--- config.mk ---
export PLATFORM = sky130hd
export DESIGN_NAME = mcbd_avg
export DESIGN_NICKNAME = d
export VERILOG_FILES = /design/src/rtl/core/mcbd_pkg.sv /design/src/rtl/core/mcbd_avg.sv
export SDC_FILE = /design/constraint.sdc
export NUM_CORES = 1
export LEC_CHECK = 0
export BUFFER_PORTS_ARGS = -buffer_cell sky130_fd_sc_hd__buf_4
export CAP_MARGIN = 20
export CORE_UTILIZATION = 47
export DETAILED_ROUTE_END_ITERATION = 16
export PLACE_DENSITY = 0.86
export SYNTH_ARGS = -nofsm -noshare
export SYNTH_HDL_FRONTEND = slang
export SYNTH_SLANG_ARGS = --single-unit
--- constraint.sdc ---
create_clock -name vclk -period 2.85
set_input_delay 0.285 -clock vclk [all_inputs]
set_output_delay 0.285 -clock vclk [all_outputs]
set_load 0.01 [all_outputs]
--- src/rtl/core/mcbd_pkg.sv ---
package mcbd_pkg;

  // Default depth of the mip chain; the top level takes it as a parameter.
  localparam int unsigned MCBD_MAX_SIDE_LOG2 = 12;
  // Channels per pixel carried by the stream.
  localparam int unsigned MAX_CHANNELS = 4;

  localparam int unsigned CHAN_W = 8;
  localparam int unsigned PIX_W  = CHAN_W * MAX_CHANNELS;
  localparam int unsigned PAIR_W = (CHAN_W + 1) * MAX_CHANNELS;

  localparam int unsigned SIDE_W = 4;
  localparam int unsigned CNT_W  = 3;
  localparam int unsigned POS_W  = 11;

  localparam logic [SIDE_W-1:0] SIDE_RESET = 4'd8;
  localparam logic [CNT_W-1:0]  CHAN_RESET = 3'd4;

  // Configuration register indexes.
  localparam logic CFG_SIDE_LOG2    = 1'b0;
  localparam logic CFG_CHANNEL_CNT  = 1'b1;

  typedef enum logic [1:0] {
    ST_IDLE,
    ST_READ,
    ST_UPDATE
  } state_e;

endpackage

--- src/rtl/core/mcbd_avg.sv ---
module mcbd_avg import mcbd_pkg::*; (
  input  logic [PIX_W-1:0]  held_i,
  input  logic [PIX_W-1:0]  px_i,
  input  logic [PAIR_W-1:0] pair_i,
  output logic [PAIR_W-1:0] pair_sum_o,
  output logic [PIX_W-1:0]  avg_o
);

  for (genvar c = 0; c < MAX_CHANNELS; c++) begin : g_chan
    logic [CHAN_W+1:0] sum;

    assign pair_sum_o[c*(CHAN_W+1) +: CHAN_W+1] =
      (CHAN_W+1)'(held_i[c*CHAN_W +: CHAN_W]) + (CHAN_W+1)'(px_i[c*CHAN_W +: CHAN_W]);

    // Four-sample sum with rounding, then divide by four.
    assign sum = (CHAN_W+2)'(pair_i[c*(CHAN_W+1) +: CHAN_W+1])
               + (CHAN_W+2)'(held_i[c*CHAN_W +: CHAN_W])
               + (CHAN_W+2)'(px_i[c*CHAN_W +: CHAN_W])
               + (CHAN_W+2)'(2);
    assign avg_o[c*CHAN_W +: CHAN_W] = sum[CHAN_W+1:2];
  end

endmodule

==> flow_summary.yaml, run 1 <==
yosys:
  synth-simple-area-share: 0.1273
  synth_most_common_cell: "ha_1"
  yosysSeqAreaShare: 0
  yosysTopAreaCell: "ha_1"
  muxShareOfSynthArea: 0
  synth_top_cell_area_share: 0.2975
  synth_nets: 526
  synthTopCellsByArea: "ha_1 30%, fa_1 21%, xnor2_1 8.6%"
  synthAdderAreaFrac: 0.5074
  synth_top_family_by_area: "adder cells"
  syn_area_mm2: 0.002860
  synthXorXnorAreaFrac: 0.1378
  synth_warnings: 0
  synthCells: 328
  yosys.cell_types.count: 32
  synth_compound_area_frac: 0.1973
  synthTopCellsByCount: "68 x ha_1, 33 x a21oi_1, 30 x fa_1"
  synth_area_per_cell_um2: 8.720
placed_design:
  place_area_mm2: 0.004223
  dp_slack_ns: 0.1224
  place_hpwl_mm: 6.970
  io_buffers: 168
  gp_congestion: 0.8606
sta:
  drv_slew: 0
  worst_slack_ns: 0.1260
  setup_tns_ns: 0
  relSlewSlack: 0.6754
  finalSetupViolations: 0
  holdWs_ns: 0.8829
  tightest_slew_ns: 0.4806
  max_freq_mhz: 367.1
  layout_min_cycle_time_ns: 2.724
  grt_setup_unrepaired: "false"
  hold_violations: 0
  timing.final.crit_share: 0.9558
critical_path:
  worstPathArrival_ns: 2.44
  required_ns: 2.57
  start_kind: "primary input"
  path_class: "primary input to primary output"
  worstPathMaxFanout: 4
  cp-end-kind: "primary output"
  startpoint: "held_i[10]"
final_layout:
  seq_cells: 0
  drive_above_1_share: 0.3541
  syn_to_final_growth_pct: 47.64
  diodes: 0
  seqCellArea_um2: 0
  nets: 697
  fillers: 467
  fin_area_mm2: 0.004223
  nClkBuffers: 0
  multiInputGateArea_mm2: 0.002774
clock_tree:
  ctsResizeCount: 0
min_path:
  hp-class: "primary input to primary output"
  hold_end: "pair_sum_o[18]"
  min_from: "px_i[16]"
  hold_depth: 3
routing:
  ant_nets: 0
  vias_per_cell: 5.400
  first_pass_iters: 4
  post-route-drc-count: 0
  drtIter0Drc: 84
  wirelength_mm: 7.576
  num_vias: 3089
  wl_per_cell_um: 13.24
pwr:
  p_leak_nw: 2.167
  power.density_mw_per_mm2: 373.7
  max-vdd-ir-drop_v: 0.0003237
grt:
  grt_first_pass_wirelength_mm: 11.85
  grt_overflow: 0
  grt_use_total: 0.2252
  grt_max_degree: 6
  antenna_found_initial: 0
  grt_pass1_vias: 2994
die:
  die_height_um: 80.01
  ios: 168
  dieArea_mm2: 0.006402
  initial_core_util: 0.4860
  rows: 28
  fp.coreArea_mm2: 0.005886
  die_x_um: 80.01
outcome:
  outcome: "finished clean"
run:
  cap_violations: 0
==> where the power goes <==
part / internal, W / leakage, nW / total, W / switching [W]
clock network: 0 / 0 / 0 / 0
registers: 0 / 0 / 0 / 0
logic: 0.000824 / 2.17 / 0.00158 / 0.000754
total: 0.000824 / 2.17 / 0.00158 / 0.000754
==> per-layer routing <==
layer	global-route usage	vias to the layer above	part of all wire
met1	0.2283	1433	0.34
li1	-	1520	-
met3	0.04343	10	0.090
met4	0.03214	0	0.010
met5	0	-	0
met2	0.4709	126	0.56
==> worst max-delay path: stages <==
cell and delay, ns:
buf_4 0.12, fa_1 0.50, ha_1 0.35, o21ai_0 0.18, nor2_1 0.10, o31a_1 0.29
a311oi_2 0.32, xnor2_1 0.16, buf_4 0.14
==> timing repair <==
action | CTS | global route
setup endpoints to repair | 0 | 1
hold buffers | 0 | 0
buffers inserted | 0 | 0
==> layout by cell type, fill, tap and decap left out, types with 12 or more instances in the layout <==
cell     count
nor3_1      12
nand2_1     13
nor2_1      25
fa_1        30
ha_1        68
xnor2_1     28
a21oi_1     33
xor2_1      17
inv_1       23
buf_4      169
==> layout make-up <==
| class | instances | area share |
|---|---|---|
| timing repair buffer | 169 | 0.3004 |
| tap | 75 | 0.02222 |
| multi-input combinational | 305 | 0.6569 |
| inverter | 23 | 0.02044 |
==> kinds of logic after synthesis <==
group                    after synthesis
AO/OA/AOI/OAI                         85
XOR/XNOR                              45
adder cells (fa/ha/maj)               98
buffers and inverters                 23
AND/OR/NAND/NOR                       77
==> worst max-delay path by stage <==
stage                            to  slack (ns)  depth (start not counted)
final                     avg_o[14]        0.13                          9
after global routing      avg_o[14]       0.002                          9
after CTS                 avg_o[14]        0.10                          9
after detailed placement  avg_o[14]        0.12                          9
after global placement    avg_o[14]        0.15                          9
after floorplan           avg_o[14]        0.40                          8
==> through the flow <==
step | total power [W] | utilization | cells
after floorplan | 0.0008709 | - | 328
after global placement | 0.001544 | 0.7175 | 572
after detailed placement | 0.001579 | 0.7175 | 572
after CTS | 0.001590 | 0.7175 | 572
after global routing | 0.001730 | 0.7175 | 572
final | 0.001578 | 0.7175 | 572
Note: power is estimated with default switching activity, not from simulation.
==> run 2, diff against run 1 <==
--- a/config.mk
+++ b/config.mk
@@ -10,6 +10,7 @@
 export CORE_UTILIZATION = 47
 export DETAILED_ROUTE_END_ITERATION = 16
 export PLACE_DENSITY = 0.86
+export RECOVER_POWER = 100
 export SYNTH_ARGS = -nofsm -noshare
 export SYNTH_HDL_FRONTEND = slang
 export SYNTH_SLANG_ARGS = --single-unit
==> run 2 against run 1 <==
Global-route usage did not move. Core utilization fell by 4.2 points. Sequential share of layout area did not move. Combinational power fell by 14%. Fmax fell by 0.10%. Die area did not move. Hold slack improved by 0.039 ns. Wire length fell by 0.15%. Critical path type unchanged. Largest cell class unchanged. Highest routed layer unchanged.
==> flow_summary.yaml, run 2 (same netlist as run 1, synthesis figures left out) <==
run:
  cap_violations: 0
final_layout:
  syn_to_final_growth_pct: 38.98
  seqCellArea_um2: 0
  fin_util: 0.6754
  drive_above_1_share: 0.2213
  seq_cells: 0
  layout_common_cells: "103 x buf_4, 68 x ha_1, 66 x clkbuf_1"
  nClkBuffers: 0
  final_common_cell: "buf_4"
  diodes: 0
  nets: 697
sta:
  layout_min_cycle_time_ns: 2.727
  max_freq_mhz: 366.7
  timing.final.crit_share: 0.9567
  worst_slack_ns: 0.1233
  setup_tns_ns: 0
  finalSetupViolations: 0
  relSlewSlack: 0.6769
  drv_slew: 0
  tightest_slew_ns: 0.4784
  grt_setup_unrepaired: "false"
  hold_violations: 0
die:
  initial_core_util: 0.4860
  die_height_um: 80.01
  die_x_um: 80.01
  fp.coreArea_mm2: 0.005886
  rows: 28
  ios: 168
  dieArea_mm2: 0.006402
grt:
  grt_max_degree: 6
  grt_pass1_vias: 2994
  grt_use_total: 0.2252
  grt_first_pass_wirelength_mm: 11.85
  grt_overflow: 0
  antenna_found_initial: 0
routing:
  first_pass_iters: 4
  drtIter0Drc: 66
  ant_nets: 0
  wirelength_mm: 7.565
  post-route-drc-count: 0
  wl_per_cell_um: 13.23
  vias_per_cell: 5.418
  num_vias: 3099
critical_path:
  required_ns: 2.57
  worst_path_largest_cell_delay_ns: 0.43
  cp.buffers_inverters: 2
  start_kind: "primary input"
  worstPathMaxFanout: 3
  path_class: "primary input to primary output"
  crit_family: "compound AO/OA/AOI/OAI gates"
  crit_chain: "buf_4 -> fa_1 -> ha_1 -> a211o_1 -> a21oi_1 -> o31ai_1 -> a21oi_1 -> xnor2_1 -> clkbuf_1"
  worstPathArrival_ns: 2.44
  cpMostUsedCell: "a21oi_1"
  cp-end-kind: "primary output"
  crit_path_top_delay_cell: "fa_1"
placed_design:
  dp_slack_ns: 0.1224
  io_buffers: 168
  gp_congestion: 0.8606
  place_hpwl_mm: 6.970
pwr:
  power.density_mw_per_mm2: 342.2
  max-vdd-ir-drop_v: 0.0002461
  p_leak_nw: 1.927
min_path:
  min_from: "px_i[16]"
  hp-class: "primary input to primary output"
  hold_depth: 3
  hold_end: "pair_sum_o[18]"
clock_tree:
  ctsResizeCount: 0
  hold_buffers: 0
outcome:
  outcome: "finished clean"
-- run 2: what timing repair did --
item | 4_1_cts | 5_1_grt
setup endpoints to repair | 0 | 1
hold endpoints to repair | 0 | 0
setup buffers | 0 | 0
-- run 2: worst max path at each step --
| stage | startpoint | endpoint | slack, ns | depth (start not counted) |
|---|---|---|---|---|
| 2_1_floorplan | held_i[8] | avg_o[14] | 0.40 | 8 |
| 3_3_place_gp | held_i[10] | avg_o[14] | 0.15 | 9 |
| 3_5_place_dp | held_i[10] | avg_o[14] | 0.12 | 9 |
| 4_1_cts | held_i[10] | avg_o[14] | 0.10 | 9 |
| 5_1_grt | held_i[10] | avg_o[14] | 0.002 | 9 |
| 6_report | held_i[16] | avg_o[22] | 0.12 | 9 |
-- run 2: metal layers --
layer | share of wire | GRT usage
met1 | 0.35 | 0.2283
met2 | 0.56 | 0.4709
met3 | 0.088 | 0.04343
met4 | 0.010 | 0.03214
met5 | 0 | 0
-- run 2: through the flow --
step / total power [W] / cell area, um2 / cells / hold slack (ns)
after floorplan: 0.0008709 / 2860 / 328 / 0.7101
after global placement: 0.001544 / 4223 / 572 / 0.8814
after detailed placement: 0.001579 / 4223 / 572 / 0.8867
after CTS: 0.001590 / 4223 / 572 / 0.8869
after global routing: 0.001510 / 3975 / 572 / 0.9534
final: 0.001360 / 3975 / 572 / 0.9221
-- run 2: final cells by class --
type	instances	area, um2
Timing Repair Buffer	169	1021
Inverter	23	86.33
Tap cell	75	93.84
Multi-Input combinational cell	305	2774
Fill cell	539	1911
-- run 2: power by group --
group | internal, W | total (W) | switching, W
registers | 0 | 0 | 0
logic | 0.000613 | 0.00136 | 0.000748
clock network | 0 | 0 | 0
