--- src/rtl/core/mcbd_pkg.sv ---
package mcbd_pkg;

  // Default depth of the mip chain; the top level takes it as a parameter.
  localparam int unsigned MCBD_MAX_SIDE_LOG2 = 12;
  // Channels per pixel carried by the stream.
  localparam int unsigned MAX_CHANNELS = 4;

  localparam int unsigned CHAN_W = 8;
  localparam int unsigned PIX_W  = CHAN_W * MAX_CHANNELS;
  localparam int unsigned PAIR_W = (CHAN_W + 1) * MAX_CHANNELS;

  localparam int unsigned SIDE_W = 4;
  localparam int unsigned CNT_W  = 3;
  localparam int unsigned POS_W  = 11;

  localparam logic [SIDE_W-1:0] SIDE_RESET = 4'd8;
  localparam logic [CNT_W-1:0]  CHAN_RESET = 3'd4;

  // Configuration register indexes.
  localparam logic CFG_SIDE_LOG2    = 1'b0;
  localparam logic CFG_CHANNEL_CNT  = 1'b1;

  typedef enum logic [1:0] {
    ST_IDLE,
    ST_READ,
    ST_UPDATE
  } state_e;

endpackage

--- src/rtl/core/mcbd_ram.sv ---
module mcbd_ram import mcbd_pkg::*; #(
  parameter int unsigned WIDTH = 32,
  parameter int unsigned DEPTH = 16,
  localparam int unsigned AW = (DEPTH > 1) ? $clog2(DEPTH) : 1
) (
  input  logic             clk_i,
  input  logic             we_i,
  input  logic [AW-1:0]    waddr_i,
  input  logic [WIDTH-1:0] wdata_i,
  input  logic             re_i,
  input  logic [AW-1:0]    raddr_i,
  output logic [WIDTH-1:0] rdata_o
);

  logic [WIDTH-1:0] mem_q [DEPTH];
  logic [WIDTH-1:0] rdata_q;

  always_ff @(posedge clk_i) begin
    if (we_i) begin
      mem_q[waddr_i] <= wdata_i;
    end
    if (re_i) begin
      rdata_q <= mem_q[raddr_i];
    end
  end

  assign rdata_o = rdata_q;

endmodule

--- config.mk ---
export PLATFORM = sky130hd
export DESIGN_NAME = mcbd_ram
export DESIGN_NICKNAME = d
export VERILOG_FILES = /design/src/rtl/core/mcbd_pkg.sv /design/src/rtl/core/mcbd_ram.sv
export SDC_FILE = /design/constraint.sdc
export NUM_CORES = 1
export LEC_CHECK = 0
export BUFFER_PORTS_ARGS = -buffer_cell sky130_fd_sc_hd__buf_2
export CELL_PAD_IN_SITES_DETAIL_PLACEMENT = 0
export CELL_PAD_IN_SITES_GLOBAL_PLACEMENT = 1
export CORE_MARGIN = 2
export CORE_UTILIZATION = 59
export DETAILED_ROUTE_END_ITERATION = 12
export HOLD_SLACK_MARGIN = 0.05
export PLACE_DENSITY_LB_ADDON = 0.1
export SLEW_MARGIN = 20
export SYNTH_ARGS = -nofsm -noshare
export SYNTH_HDL_FRONTEND = slang
export SYNTH_SLANG_ARGS = --single-unit
--- constraint.sdc ---
create_clock -name clk_i -period 11.75 [get_ports clk_i]
set_input_delay 1.7625 -clock clk_i [delete_from_list [all_inputs] [get_ports clk_i]]
set_output_delay 1.7625 -clock clk_i [all_outputs]
set_load 0.005 [all_outputs]
==> results of run 1 <==
## flip-flops by register name (all words and copies together) (netlist names)
name and cells:
rdata_o 32, mem_q 512
## logic make-up (layout without fill, tap and decap cells)
group	Yosys count	in the layout	share of synthesized area, %
DFF	544	544	81.0
muxes	128	128	14.3
AOI/OAI and AO/OA	64	64	2.38
and+or+nand+nor	59	59	1.25
buffers and inverters	43	190	1.10
other	0	1	0
## layout make-up
cell class	instances	share of cell area, %
clock inverters	32	1.32
diodes	1	0.0109
repair buffers	98	2.46
multi-input cells	251	16.4
clock buffers	60	5.92
well taps	448	2.45
flip-flops and latches	544	71.4
## per-layer routing
| metal | up-vias | routed length, um | global-route usage (%) |
|---|---|---|---|
| met5 | - | 15 | 0 |
| met4 | 2 | 745 | 5.62 |
| met3 | 61 | 3470 | 3.97 |
| met2 | 438 | 21400 | 40.6 |
| met1 | 4889 | 17200 | 36.8 |
| li1 | 3824 | - | - |
## worst paths after layout
check          startpoint     endpoint  slack (ns)  cells after the start
min reg2reg   mem_q[6][8]   rdata_o[8]        0.75                      3
min           mem_q[6][8]   rdata_o[8]        0.75                      3
max            raddr_i[0]   rdata_o[6]        7.75                      5
max reg2reg  mem_q[3][12]  rdata_o[12]       10.27                      3
## worst reg2reg max path, delay by kind of cell (launching register included)
kind,cells,cell delay (ns)
compound gates,1,0.23
flops,1,0.39
mux,1,0.50
simple gates,1,0.10
## through the flow
step | util [%] | cells
finish | 68.0 | 1434
global route | 68.0 | 1433
CTS | 68.0 | 1433
detailed placement | 63.1 | 1341
global placement | 63.1 | 1341
floorplan | - | 838
## where the power goes
part	switching (W)	leakage, nW	internal (W)
Sequential	0.0000123	4.94	0.00219
Clock	0.000671	0.810	0.000950
Combinational	0.000109	1.55	0.0000736
Total	0.000791	7.31	0.00321
## cell usage after synthesis
cell type and instances:
edfxtp_1 544, buf_2 4, a22oi_1 64, nor2_1 13
nand2b_1 2, clkbuf_1 17, nor2b_1 2, or3b_2 1
nand3_1 1, nand2_1 33, nor3_1 4, buf_6 2
nand3b_1 2, mux4_2 128, and2_1 1, buf_4 11
buf_1 9
## placed cells by master (no fill, tap or decap), drive strengths merged
cell type,netlist,layout
nand3,1,1
nand2,33,33
nand3b,2,2
edfxtp,544,544
clkinv,0,24
buf,26,98
nor2b,2,2
clkbuf,17,60
or3b,1,1
nor2,13,13
nand2b,2,2
bufinv,0,6
a22oi,64,64
diode,0,1
and2,1,1
clkinvlp,0,2
mux4,128,128
nor3,4,4
==> metrics.cfg, run 1 <==
[outcome]
outcome=finished clean

[sta]
hold_violations=0
rsz0062_at_grt=false
drv_slew=0
post-route-period-util_pct=34.1
fin_crit_ns=4.00
final-setup-viol-count=0
tightest_slew_ns=0.994
tns_ns=0
fmax_mhz=250
setup_slack_ns=7.75
whs_ns=0.745
skew_ns=0.0112
slew_headroom_pct=33.7

[global_route]
grt.total_usage_pct=25.0
antenna_found_initial=1
grt_pass1_wl_um=63100
gr-total-overflow=0
grt_pass1_vias=9575
grt_max_degree=85

[logic_synthesis]
ys_warn_count=0
ys_seq_elements=544
synth_cell_types=17
synth_area_leaders=edfxtp_1 81%, mux4_2 14%, a22oi_1 2.4%
syn-num-nets=881
syn_inst=838
ys_seq_area_share_pct=81.0
yosys.area.top_type_share_pct=81.0
syn_area_um2=20200
synth_area_per_cell_um2=24.1
synth_top_area_cell=edfxtp_1

[finish]
synthToLayoutAreaGrowth_pct=13.3
nNetsFinal=990
fillers=2086
multi_input_comb_area_um2=3750
drive_gt1_share_pct=32.3
final_area_um2=22900
seq_area_um2=16300

[pwr]
p_per_area_nw_per_um2=175
leakagePower_nw=7.31
vdd_drop_max_mv=0.126
power.total_w=0.00400

[routing]
wl_um=42800
drt-initial-drc-count=1140
ant_nets=0
drc_errors=0
firstDrtPassIters=5
viasPerCell=6.43
num_vias=9214
wl_per_cell_um=29.9

[critical_path]
cp.buffers_inverters=2
crit_chain=buf_8 -> buf_4 -> mux4_2 -> a22oi_1 -> nand2_1
cp_slowest_cell=buf_4
cp-start-kind=primary input
path_class=in -> reg
cp_data_arrival_time_ns=4.30
cp_max_fo=84
slowest_delay_ns=0.85
crit_required_ns=12.05
path_delay_family=buffers and inverters
crit_path_end_kind=register

[clock_tree]
post_cts_buffers=0
cts_tree=done
cts_buffers=52
cts.reportedPaths.clkPinSlew_ns=0.06
holdBufCountCts=0
clk_path_buf_depth=3
cts_max_level=2
ctsResizeCount=0
clkSinkCount=544
root_buffer=clkbuf_16
clk_latency_ns=0.56

[placement]
portBuffers=74
gp_congestion=0.722
dp_slack_ns=7.00
placed_cell_area_um2=21200
dpl.hpwl_um=20100

[die]
dieArea_um2=35700
ios=75
die_w_um=189
coreArea_um2=33600
rows=67
die_h_um=189
start_util_pct=60.0

[hold_path]
hp-class=reg -> reg

[run]
drv_cap=0

No activity file was read; power rests on OpenSTA's default activity.
==> run 2, diff against run 1 <==
- CORE_UTILIZATION: 59 -> 55
- clock period: 11.75 -> 3.8 ns (I/O delays scaled with it)
==> metrics.cfg, run 2 (same netlist as run 1, synthesis figures left out) <==
[die]
coreArea_um2=36300
start_util_pct=55.5
die_w_um=196
ios=75
die_h_um=196
dieArea_um2=38200
rows=70

[critical_path]
cp.buffers_inverters=2
cp_data_arrival_time_ns=2.31
cp_max_fo=37
crit_required_ns=4.11
slowest_delay_ns=0.54
path_delay_family=buffers and inverters
cp-start-kind=primary input
path_class=in -> reg
crit_path_end_kind=register
crit_chain=clkbuf_8 -> buf_12 -> mux4_2 -> a22oi_1 -> nand2_1
cp_slowest_cell=mux4_2

[global_route]
grt_pass1_wl_um=62500
grt_pass1_vias=9521
grt_max_degree=57
grt.total_usage_pct=23.2
gr-total-overflow=0
antenna_found_initial=1

[routing]
viasPerCell=6.18
num_vias=9060
ant_nets=0
firstDrtPassIters=5
drt-initial-drc-count=723
drc_errors=0
wl_per_cell_um=29.3
wl_um=43000

[sta]
slew_headroom_pct=38.0
rsz0062_at_grt=false
final-setup-viol-count=0
skew_ns=0.00987
whs_ns=0.361
fin_crit_ns=2.01
hold_violations=0
post-route-period-util_pct=52.9
tightest_slew_ns=0.931
tns_ns=0
fmax_mhz=498
drv_slew=0

[clock_tree]
post_cts_buffers=0
clkSinkCount=544
clk_path_buf_depth=3
cts_buffers=53
holdBufCountCts=0
cts_tree=done
clk_latency_ns=0.58
root_buffer=clkbuf_16
cts_max_level=2
ctsResizeCount=0
cts.reportedPaths.clkPinSlew_ns=0.06

[pwr]
vdd_drop_max_mv=0.413
leakagePower_nw=7.36
power.total_w=0.0122
p_per_area_nw_per_um2=530

[finish]
final_area_um2=23000
nNetsFinal=1001
n_antenna_cell=0
synthToLayoutAreaGrowth_pct=14.3
drive_gt1_share_pct=32.6
layout_commonest_cell=edfxtp_1
largest_register_ffs=512
most-common-layout-cells=544 x edfxtp_1, 128 x mux4_2, 72 x buf_2
max_flop_register=mem_q

[hold_path]
hp-class=in -> reg

[placement]
dpl.hpwl_um=22500
portBuffers=74
gp_congestion=0.742
placed_cell_area_um2=21400

[run]
drv_cap=0

[outcome]
outcome=finished clean

run 2: worst paths after layout:
path / from / endpoint / slack, ns / depth (start not counted)
min reg2reg: mem_q[14][25] / rdata_o[25] / 0.74 / 3
max: raddr_i[0] / rdata_o[19] / 1.79 / 5
max reg2reg: mem_q[11][26] / rdata_o[26] / 2.33 / 3
min: wdata_i[11] / mem_q[7][11] / 0.36 / 1
run 2: report_power, final:
| group | total (W) | switching (W) | internal (W) |
|---|---|---|---|
| clock network | 0.00484 | 0.00209 | 0.00275 |
| registers | 0.00680 | 0.0000363 | 0.00676 |
| logic | 0.000579 | 0.000338 | 0.000242 |
| total | 0.0122 | 0.00247 | 0.00975 |
run 2: through the flow:
step / instances / worst slack (ns) / util (%)
after floorplan: 838 / 0.0504 / -
after global placement: 1370 / 1.21 / 59.0
after detailed placement: 1370 / 1.18 / 59.0
after CTS: 1464 / 1.78 / 63.4
after global routing: 1465 / 1.66 / 63.4
final: 1465 / 1.79 / 63.4
run 2: worst register-to-register path: stages (launching register included):
cell	delay, ns
edfxtp_1	0.40
mux4_2	0.51
a22oi_1	0.23
nand2_1	0.08
run 2: routing by layer:
| layer | wire, um | global-route usage, % | up-vias |
|---|---|---|---|
| li1 | - | - | 3845 |
| met1 | 17400 | 31.3 | 4863 |
| met2 | 22300 | 40.2 | 279 |
| met3 | 2400 | 2.97 | 71 |
| met4 | 909 | 6.98 | 2 |
| met5 | 13 | 0 | - |
run 2: area by class of cell:
type	count	area (um2)
Clock inverter	30	224
Multi-Input combinational cell	251	3750
Fill cell	2405	13300
Timing Repair Buffer	108	787
Clock buffer	64	1370
Tap cell	468	586
Sequential cell	544	16300
==> run 3, diff against run 2 <==
- clock period: 3.8 -> 1.9 ns (I/O delays scaled with it)
==> metrics.cfg, run 3 (same netlist as run 1, synthesis figures left out) <==
[clock_tree]
root_buffer=clkbuf_16
cts_tree=done
clk_latency_ns=0.59
clkSinkCount=544
cts_max_level=2
cts.reportedPaths.clkPinSlew_ns=0.06
clk_path_buf_depth=3
post_cts_buffers=0
cts_buffers=54

[sta]
tns_ns=0
fmax_mhz=676
final-setup-viol-count=0
drv_slew=0
post-route-period-util_pct=77.9
skew_ns=0.0168
tightest_slew_ns=0.998
whs_ns=0.0774
fin_crit_ns=1.48
slew_headroom_pct=33.3
rsz0062_at_grt=false
setup_slack_ns=0.421
hold_violations=0

[die]
ios=75
die_h_um=196
die_w_um=196
dieArea_um2=38200
coreArea_um2=36300
rows=70
start_util_pct=55.5

[run]
drv_cap=0

[pwr]
leakagePower_nw=7.59
power.switching_w=0.00496
p_per_area_nw_per_um2=1050
vdd_drop_max_mv=0.720
p_comb_share_pct=5.0
clkPwrFrac_pct=40.2
pwr-share-seq_pct=54.8
power.total_w=0.0248
swShare_pct=20.0
power.internal_w=0.0199

[routing]
drt-initial-drc-count=895
viasPerCell=6.18
drc_errors=0
ant_nets=0
wl_um=43200
firstDrtPassIters=5
num_vias=9212
wl_per_cell_um=28.9

[critical_path]
crit_required_ns=1.62
cp-start-kind=register
startpoint=rdata_o[17]
crit_chain=buf_2
cp-endpoint=rdata_o[17]
cp_max_fo=1
cp.depth=1
rr_startpoint=mem_q[10][14]
rrSetupSlack_ns=0.44
path_delay_family=flip-flops
cp_slowest_cell=edfxtp_1
crit_path_end_kind=primary output
path_class=reg -> out
slowest_delay_ns=0.44
cp.buffers_inverters=1
cp_data_arrival_time_ns=1.19
rr_endpoint=rdata_o[14]
reg2reg_depth=3

[global_route]
antenna_found_initial=1
grt.total_usage_pct=23.4
grt_max_degree=45
grt_pass1_wl_um=63500
grt_pass1_vias=9727
grt.busiest_layer=met2
grtUsageMet2_pct=38.9
use_met3_pct=3.77
gr-total-overflow=0
grt_util_met1_pct=32.8

[finish]
synthToLayoutAreaGrowth_pct=17.0
max_flop_register=mem_q
finalCoreUtilization_pct=64.9
layout_commonest_cell=edfxtp_1
drive_gt1_share_pct=32.9
largest_register_ffs=512
fillers=2329
nNetsFinal=1028
most-common-layout-cells=544 x edfxtp_1, 128 x mux4_2, 72 x buf_2

[hold_path]
hp-class=in -> reg

[placement]
gp_congestion=0.735
dp_slack_ns=-0.0992
portBuffers=74
dpl.hpwl_um=22000

[outcome]
outcome=finished clean

## run 3: area by class of cell
type | instances | area, um2 | share of cell area [%]
repair buffers | 134 | 1260 | 5.33
diodes | 1 | 2.50 | 0.0106
clock inverters | 26 | 223 | 0.944
multi-input cells | 251 | 3780 | 16.0
clock buffers | 67 | 1420 | 6.02
well taps | 468 | 586 | 2.48
flip-flops and latches | 544 | 16300 | 69.2
## run 3: per-layer routing
| metal | wire (um) | vias to the layer above |
|---|---|---|
| li1 | - | 3901 |
| met1 | 17600 | 4914 |
| met2 | 21900 | 339 |
| met3 | 2800 | 58 |
| met4 | 786 | 0 |
| met5 | 0 | - |
## run 3: what timing repair did
action	CTS	global route
endpoints found under the hold margin	171	0
resized for setup	0	0
hold buffers	15	0
## run 3: per-stage QoR
step	cells	cell area (um2)
2_1_floorplan	838	20200
3_3_place_gp	1382	21800
3_5_place_dp	1382	21800
4_1_cts	1490	23600
5_1_grt	1491	23600
6_report	1491	23600
## run 3: power by group through the flow
stage               Clock (W)  Sequential (W)  Combinational, W
floorplan                   0          0.0138          0.000649
global placement            0          0.0138           0.00119
detailed placement          0          0.0139           0.00123
CTS                    0.0102          0.0136           0.00126
global route           0.0106          0.0136           0.00134
finish                0.00998          0.0136           0.00124
## run 3: how the worst min path moves through the flow
stage	from	to	slack (ns)	depth (start not counted)
after floorplan	wdata_i[0]	mem_q[0][0]	0.38	0
after CTS	wdata_i[3]	mem_q[15][3]	0.05	1
after global routing	wdata_i[26]	mem_q[2][26]	0.07	1
after global placement	wdata_i[9]	mem_q[8][9]	0.64	1
final	wdata_i[12]	mem_q[0][12]	0.08	1
after detailed placement	wdata_i[12]	mem_q[15][12]	0.67	1
